===== config.mk =====
export PLATFORM = sky130hd
export DESIGN_NAME = quadrature_pi_speed_controller_core
export DESIGN_NICKNAME = d
export VERILOG_FILES = /design/src/rtl/qpisc_pkg.sv /design/src/rtl/quadrature_pi_speed_controller_core.sv
export SDC_FILE = /design/constraint.sdc
export NUM_CORES = 1
export LEC_CHECK = 0
export BUFFER_PORTS_ARGS = -buffer_cell sky130_fd_sc_hd__buf_2
export CAP_MARGIN = 25
export CORE_ASPECT_RATIO = 1.75
export CORE_MARGIN = 10
export CORE_UTILIZATION = 35
export CTS_CLUSTER_DIAMETER = 50
export DETAILED_ROUTE_END_ITERATION = 8
export PLACE_DENSITY = 0.54
export SYNTH_ARGS = -nofsm -noshare
export SYNTH_HDL_FRONTEND = slang
export SYNTH_SLANG_ARGS = --single-unit

===== constraint.sdc =====
create_clock -name clk -period 6.65 [get_ports clk]
set_clock_uncertainty 0.05 [all_clocks]
set_input_delay 0.9975 -clock clk [delete_from_list [all_inputs] [get_ports clk]]
set_output_delay 0.9975 -clock clk [all_outputs]
set_load 0.01 [all_outputs]

===== src/rtl/qpisc_pkg.sv =====
package qpisc_pkg;

  // Register file layout
  localparam int unsigned CfgIdxW  = 2;
  localparam int unsigned CfgDataW = 16;

  typedef enum logic [CfgIdxW-1:0] {
    REG_TARGET_TICKS   = 2'd0,
    REG_P_GAIN         = 2'd1,
    REG_I_GAIN         = 2'd2,
    REG_INTEGRAL_LIMIT = 2'd3
  } cfg_reg_t;

  // Stream widths
  localparam int unsigned InDataW  = 8;   // pin_a, pin_b, zero fill
  localparam int unsigned InUserW  = 1;   // mode
  localparam int unsigned OutDataW = 16;  // drive_magnitude, drive_forward, zero fill

  // Item kinds carried in tuser
  localparam logic MODE_SAMPLE = 1'b0;
  localparam logic MODE_TICK   = 1'b1;

  // Register reset values
  localparam logic signed [15:0] TargetReset = 16'sd0;
  localparam logic [14:0]        PGainReset  = 15'd20;
  localparam logic [14:0]        IGainReset  = 15'd10;
  localparam logic [14:0]        ILimitReset = 15'd32767;

  // Drive scaling: terms are divided by 2^DriveShift, magnitude saturates here
  localparam int unsigned DriveShift = 7;
  localparam logic [7:0]  DriveMax   = 8'd255;

endpackage


===== src/rtl/quadrature_pi_speed_controller_core.sv =====
// Incremental PI speed controller driven by quadrature encoder samples and
// control-period ticks on one input stream (tuser selects: 0 pin sample, 1
// tick). A pin sample that differs from the last counted pair moves the
// proportional and clamped integral terms and the period count; it produces
// no output beat. A tick emits one output beat carrying the drive magnitude
// (saturated at 255) and direction, then reloads the proportional term from the
// target, adds the target term to the clamped integral, clears the count. One
// item is accepted every clock cycle unless a tick waits on the output
// register: each item passes an input register and add/compare/clamp logic
// against the controller state, and a tick's beat an output register. The
// target*gain products are held in registers refreshed in the cycle after a
// configuration write. Pin samples keep flowing while a drive beat waits on
// m_tready; a tick in the input register then holds it until the beat is taken.
module quadrature_pi_speed_controller_core (
  input  logic                               clk,
  input  logic                               rst,
  // input stream
  input  logic                               s_tvalid,
  output logic                               s_tready,
  input  logic [qpisc_pkg::InDataW-1:0]      s_tdata,   // [0] pin_a, [1] pin_b, [7:2] zero
  input  logic [qpisc_pkg::InUserW-1:0]      s_tuser,   // [0] mode
  // drive output stream
  output logic                               m_tvalid,
  input  logic                               m_tready,
  output logic [qpisc_pkg::OutDataW-1:0]     m_tdata,   // [7:0] drive_magnitude,
                                                        // [8] drive_forward, [15:9] zero
  // configuration writes
  input  logic                               cfg_valid,
  output logic                               cfg_ready,
  input  logic [qpisc_pkg::CfgIdxW-1:0]      cfg_index,
  input  logic [qpisc_pkg::CfgDataW-1:0]     cfg_data
);
  import qpisc_pkg::*;

  // Configuration registers
  logic signed [15:0] target_ticks;
  logic [14:0]        p_gain;
  logic [14:0]        i_gain;
  logic [14:0]        integral_limit;

  // Wrapped target*gain products
  logic signed [15:0] tgt_p;
  logic signed [15:0] tgt_i;

  // Controller state
  logic [1:0]         prev_pins;
  logic signed [15:0] period_count;
  logic signed [15:0] prop_term;
  logic signed [15:0] integ_term;

  // Input register
  logic               in_valid;
  logic               in_mode;
  logic               in_a;
  logic               in_b;

  // Output register
  logic [7:0]         out_mag;
  logic               out_fwd;

  logic               advance;
  logic [15:0]        prod_p;
  logic [15:0]        prod_i;

  assign cfg_ready = 1'b1;

  // Configuration write
  always_ff @(posedge clk) begin
    if (rst) begin
      target_ticks   <= TargetReset;
      p_gain         <= PGainReset;
      i_gain         <= IGainReset;
      integral_limit <= ILimitReset;
    end else if (cfg_valid) begin
      case (cfg_reg_t'(cfg_index))
        REG_TARGET_TICKS:   target_ticks   <= $signed(cfg_data);
        REG_P_GAIN:         p_gain         <= cfg_data[14:0];
        REG_I_GAIN:         i_gain         <= cfg_data[14:0];
        REG_INTEGRAL_LIMIT: integral_limit <= cfg_data[14:0];
        default:            ;
      endcase
    end
  end

  // Products wrap to 16 bits; low bits do not depend on signedness
  assign prod_p = $unsigned(target_ticks) * {1'b0, p_gain};
  assign prod_i = $unsigned(target_ticks) * {1'b0, i_gain};

  always_ff @(posedge clk) begin
    tgt_p <= $signed(prod_p);
    tgt_i <= $signed(prod_i);
  end

  // A tick needs the output register free; a sample never does
  assign advance  = in_valid && (!in_mode || !m_tvalid || m_tready);
  assign s_tready = !in_valid || advance;

  always_ff @(posedge clk) begin
    if (rst) begin
      in_valid <= 1'b0;
    end else if (s_tready) begin
      in_valid <= s_tvalid;
    end
  end

  always_ff @(posedge clk) begin
    if (s_tready && s_tvalid) begin
      in_mode <= s_tuser[0];
      in_a    <= s_tdata[0];
      in_b    <= s_tdata[1];
    end
  end

  // Update logic
  logic [1:0]         pins;
  logic               changed;
  logic               dir_fwd;
  logic               toward;
  logic signed [17:0] ie_w;
  logic signed [17:0] lim_w;
  logic signed [17:0] ig_w;
  logic signed [17:0] ti_w;
  logic signed [15:0] ie_sample;
  logic signed [15:0] ie_tick;
  logic signed [15:0] pe_sample;
  logic signed [15:0] cnt_sample;
  logic signed [16:0] pe_q;
  logic signed [16:0] ie_q;
  logic signed [10:0] drive_sum;
  logic [10:0]        drive_abs;
  logic [7:0]         mag_next;
  logic               fwd_next;

  always_comb begin
    pins    = {in_b, in_a};
    changed = (pins != prev_pins);
    dir_fwd = in_a ^ prev_pins[1];
    toward  = ((period_count < target_ticks) && dir_fwd) ||
              ((period_count > target_ticks) && !dir_fwd);

    ie_w  = 18'(integ_term);
    lim_w = 18'(signed'({1'b0, integral_limit}));
    ig_w  = 18'(signed'({1'b0, i_gain}));
    ti_w  = 18'(tgt_i);

    // Counted sample
    if (toward) begin
      pe_sample = prop_term - $signed({1'b0, p_gain});
      if (ie_w > ig_w - lim_w) begin
        ie_sample = integ_term - $signed({1'b0, i_gain});
      end else begin
        ie_sample = -$signed({1'b0, integral_limit});
      end
    end else begin
      pe_sample = prop_term + $signed({1'b0, p_gain});
      if (ie_w < lim_w - ig_w) begin
        ie_sample = integ_term + $signed({1'b0, i_gain});
      end else begin
        ie_sample = $signed({1'b0, integral_limit});
      end
    end
    cnt_sample = dir_fwd ? period_count + 16'sd1 : period_count - 16'sd1;

    // Tick: integral adds the target term, clamped on the side of the addend
    if (ti_w > 18'sd0) begin
      if (ie_w < lim_w - ti_w) begin
        ie_tick = integ_term + tgt_i;
      end else begin
        ie_tick = $signed({1'b0, integral_limit});
      end
    end else if (ti_w < 18'sd0) begin
      if (ie_w > -lim_w - ti_w) begin
        ie_tick = integ_term + tgt_i;
      end else begin
        ie_tick = -$signed({1'b0, integral_limit});
      end
    end else begin
      ie_tick = integ_term;
    end

    // Drive: each term divided by 128 rounding toward zero
    pe_q = (17'(prop_term) + (prop_term[15] ? 17'sd127 : 17'sd0)) >>> DriveShift;
    ie_q = (17'(integ_term) + (integ_term[15] ? 17'sd127 : 17'sd0)) >>> DriveShift;
    drive_sum = 11'(pe_q) + 11'(ie_q);
    fwd_next  = !drive_sum[10];
    drive_abs = drive_sum[10] ? 11'(-drive_sum) : 11'(drive_sum);
    mag_next  = (drive_abs > 11'(DriveMax)) ? DriveMax : drive_abs[7:0];
  end

  // State update
  always_ff @(posedge clk) begin
    if (rst) begin
      prev_pins    <= '0;
      period_count <= '0;
      prop_term    <= '0;
      integ_term   <= '0;
    end else if (advance) begin
      if (in_mode == MODE_TICK) begin
        prop_term    <= tgt_p;
        integ_term   <= ie_tick;
        period_count <= '0;
      end else if (changed) begin
        prop_term    <= pe_sample;
        integ_term   <= ie_sample;
        period_count <= cnt_sample;
        prev_pins    <= pins;
      end
    end
  end

  // Output register
  always_ff @(posedge clk) begin
    if (rst) begin
      m_tvalid <= 1'b0;
    end else if (advance && in_mode == MODE_TICK) begin
      m_tvalid <= 1'b1;
    end else if (m_tready) begin
      m_tvalid <= 1'b0;
    end
  end

  always_ff @(posedge clk) begin
    if (advance && in_mode == MODE_TICK) begin
      out_mag <= mag_next;
      out_fwd <= fwd_next;
    end
  end

  assign m_tdata = {7'd0, out_fwd, out_mag};

endmodule


==> summary.md <==
| Metric | Value |
|---|---|
| Count leader, synth | `nand2_1` |
| Max Freq | `~0.17 GHz` |
| FF/Latch Area | `3260 µm²` |
| Final setup TNS | `0 ns` |
| I/O pins | `51` |
| Setup violations, final | `0` |
| Clk buf depth | `2` |
| Worst skew pair latency | `approximately 0.48 ns` |
| Final WS setup | `0.616 ns` |
| Setup crit end kind | `flip-flop` |
| Clock power frac | `0.214` |
| Setup CP Type | `flip-flop to flip-flop` |
| CTS tree | `done` |
| Peak supply drop | `0.159 mV` |
| Dpl hpwl | `between 60,000 and 70,000 µm` |
| Slowest cell on the critical path | `dfxtp_1` |
| Initial Utilization | `0.352` |
| Postcts setup bufs | `0` |
| Power consumption | `4490 µW` |
| GRT Total Usage | `0.214` |
| Worst hold start | `target_ticks[6]` |
| R2r startpoint | `tgt_i[1]` |
| DR pass1 iterations | `5` |
| Reg clk slew, reported paths | `approximately 0.070 ns` |
| N_diodes | `0` |
| Worst path arrival time | `around 6.4 ns` |
| Area leader, netlist | `ha_1` |
| Clk sink count | `157` |
| Placer Congestion | `between 0.9 and 1` |
| Avg Inst Size Synth | `~8.0 µm²` |
| WHS Endpoint | `target_ticks[6]` |
| #FFs+latches synth | `~160` |
| Yosys Warn Count | `0` |
| Final Hold Fails | `0` |
| Post-synthesis cell area | `approximately 23,000 µm²` |
| Crit path time final | `between 6 and 7 ns` |
| Internal | `about 2500 µW` |
| Final WL | `83,400 µm` |
| Status | `finished clean` |
| Sequential element share of the synthesized area | `0.140` |
| Area of the multi-input gates | `18,300 µm²` |
| Initial antenna violation count | `0` |
| Gate power share | `0.525` |
| Core footprint | `roughly 66,000 µm²` |
| Slew headroom | `0.316` |
| Worst slack at placement | `a little over 0.6 ns` |
| Distinct cell type count after synthesis | `80` |
| Pwr Density | `177 nW/µm²` |
| WP data required | `approximately 7 ns` |
| Sw Share | `0.446` |
| Congestion Overflow GR | `0` |
| Via/cell ratio | `roughly 5.4` |
| Antenna Nets Post-Route | `0` |
| Die Ht | `about 360 µm` |
| CTS H-Tree Depth | `4` |
| Layout cell share with drive strength beyond 1 | `0.0642` |
| Critical path's top delay family | `compound AO/OA/AOI/OAI gates` |
| Post-synth top area share | `0.183` |
| Synth area leaders | `ha_1 (18%), fa_1 (15%), dfxtp_1 (12%)` |
| Unrepaired setup endpoints after global routing | `false` |
| Vias | `a little over 20,000` |
| Worst Setup Start Kind | `flip-flop` |
| Die ar. | `slightly below 80,000 µm²` |
| Max_cap viols | `0` |
| Fin crit share | `0.907` |
| Row count | `roughly 130` |
| CTS Hold Buffers Added | `0` |
| Vias in the first global route | `21,683` |
| Iter 0 DRT Violations | `between 1,000 and 1,500` |
| Hold depth | `2` |
| Register share of total power | `0.261` |
| Layout area overhead | `8.80%` |
| Slew Viols, Final | `0` |
| Critical path buffer and inverter count | `2` |
| Clk Tree Root Cell | `clkbuf_16` |
| Filler cell count | `between 6,000 and 7,000` |
| R2R setup slack | `0.62 ns` |
| # DRC | `0` |
| Syn Inst Count | `2,927` |
| Ys flop type | `dfxtp_1` |
| # resized after CTS | `0` |
| Die width | `215 µm` |
| Largest net degree at the start of global routing | `46` |
| Slowest Stage Delay on Critical Path | `approximately 0.45 ns` |
| Critical Path Fanout Max | `23` |
| Switching pwr | `approximately 2000 µW` |
| Hold Crit Class | `flip-flop to flip-flop` |
| R2R Path End | `integ_term[11]` |
| Cells along the critical path | `inv_1 > ha_1 > ha_1 > fa_1 > a21o_1 > a21oi_1 > o21bai_1 > a21oi_1 > o21bai_1 > a211o_1 > a31o_2 > a21oi_1 > xor2_1 > ha_1 > and4_1 > nand4_1 > a311o_1 > a31o_2 > nand2_1 > buf_12 > o21ai_0 > a221oi_1 > o21ai_0 > o221a_2` |
| Post-synthesis async set-or-reset flop share | `0` |
| Post-synth EDFFs | `12` |
| Slew @ Worst Pin | `slightly above 1 ns` |
| Nets | `~3,500` |
| Cts bufs inserted | `17` |
| First-pass GRT wire length | `128,000 µm` |
| Routed length per instance | `around 22 µm` |
| Buffers on Ports | `36` |
| Post-synth top cells | `nand2_1 (382), ha_1 (341), inv_1 (330), nor2_1 (223), a21oi_1 (181)` |
| Leak | `approximately 0.012 µW` |
| R2R cell count | `24` |
worst max path at each step:
| stage | slack, ns | endpoint | cells after the start | startpoint |
|---|---|---|---|---|
| 3_5_place_dp | 0.61 | integ_term[11] | 24 | tgt_i[1] |
| 5_1_grt | 0.17 | integ_term[11] | 24 | tgt_i[1] |
| 4_1_cts | 0.60 | integ_term[11] | 24 | tgt_i[1] |
| 2_1_floorplan | 1.18 | tgt_i[15] | 19 | i_gain[1] |
| 3_3_place_gp | 0.68 | integ_term[11] | 24 | tgt_i[1] |
| 6_report | 0.62 | integ_term[11] | 24 | tgt_i[1] |
power groups by stage:
| stage | registers [µW] | logic [µW] | clock network (µW) |
|---|---|---|---|
| after global placement | 1190 | 2330 | 0 |
| after CTS | 1170 | 2350 | 983 |
| after floorplan | 1140 | 1670 | 0 |
| after detailed placement | 1190 | 2340 | 0 |
| final | 1170 | 2360 | 960 |
| after global routing | 1180 | 2640 | 1010 |
cell usage in the layout (no fill, tap or decap), types with 32 or more instances in the layout:
| cell type | instances |
|---|---|
| o21a_1 | 39 |
| nor2b_1 | 33 |
| nor3_1 | 60 |
| nand3_1 | 32 |
| a211oi_1 | 35 |
| xnor2_1 | 165 |
| buf_4 | 85 |
| xor2_1 | 69 |
| o21ai_0 | 102 |
| o211ai_1 | 34 |
| nand2_1 | 382 |
| ha_1 | 341 |
| a21o_1 | 46 |
| and2_1 | 66 |
| dfxtp_1 | 145 |
| fa_1 | 172 |
| inv_1 | 330 |
| a21oi_1 | 181 |
| buf_2 | 35 |
| nor2_1 | 221 |
sequential cells by signal, summed over array words and instances, names as in the netlist:
signal and cells:
integ_term 16, period_count 16, prop_term 16, target_ticks 16
tgt_i 16, tgt_p 16, i_gain 15, integral_limit 15
p_gain 15, out_mag 8, prev_pins 2, in_a 1
in_b 1, in_mode 1, in_valid 1, m_tvalid 1
out_fwd 1
area by class of cell:
type | count | area share
Clock buffer | 18 | 0.0169
Clock inverter | 14 | 0.00430
Inverter | 337 | 0.0499
Multi-Input combinational cell | 2311 | 0.721
Sequential cell | 157 | 0.129
Tap cell | 889 | 0.0439
Timing Repair Buffer | 124 | 0.0349
cell families (layout without fill, tap and decap cells):
| group | after synthesis | after routing | share of synthesized area |
|---|---|---|---|
| xor+xnor | 234 | 234 | 0.0880 |
| other cells | 2 | 8 | 0.000322 |
| fa+ha+maj | 513 | 513 | 0.331 |
| simple gates | 910 | 910 | 0.178 |
| flops | 157 | 157 | 0.140 |
| buf+inv | 465 | 493 | 0.0769 |
| compound gates | 633 | 633 | 0.180 |
| mux | 13 | 13 | 0.00559 |
worst min-delay path: cells and delay by family, from the launching register on:
| family | cells | cell delay (ns) |
|---|---|---|
| compound gates | 1 | 0.05 |
| flops | 1 | 0.31 |
| simple gates | 1 | 0.05 |
routing by layer:
layer / share of wire / routed length (µm) / GRT usage / up-vias
met1: 0.34 / 28700 / 0.202 / 10023
met5: 0 / 0 / 0 / -
met4: 0.093 / 7790 / 0.179 / 0
met3: 0.035 / 2930 / 0.0264 / 227
li1: - / - / - / 9918
met2: 0.53 / 44000 / 0.407 / 495
metrics by stage:
stage	area [µm²]	utilization	std cells	hold WS (ns)
6_report	25300	0.383	3850	0.408
5_1_grt	25300	0.383	3850	0.426
4_1_cts	25300	0.383	3850	0.408
3_5_place_dp	24800	0.375	3818	0.398
3_3_place_gp	24800	0.375	3817	0.392
2_1_floorplan	23300	-	2933	0.393
No activity file was read; power rests on OpenSTA's default activity.
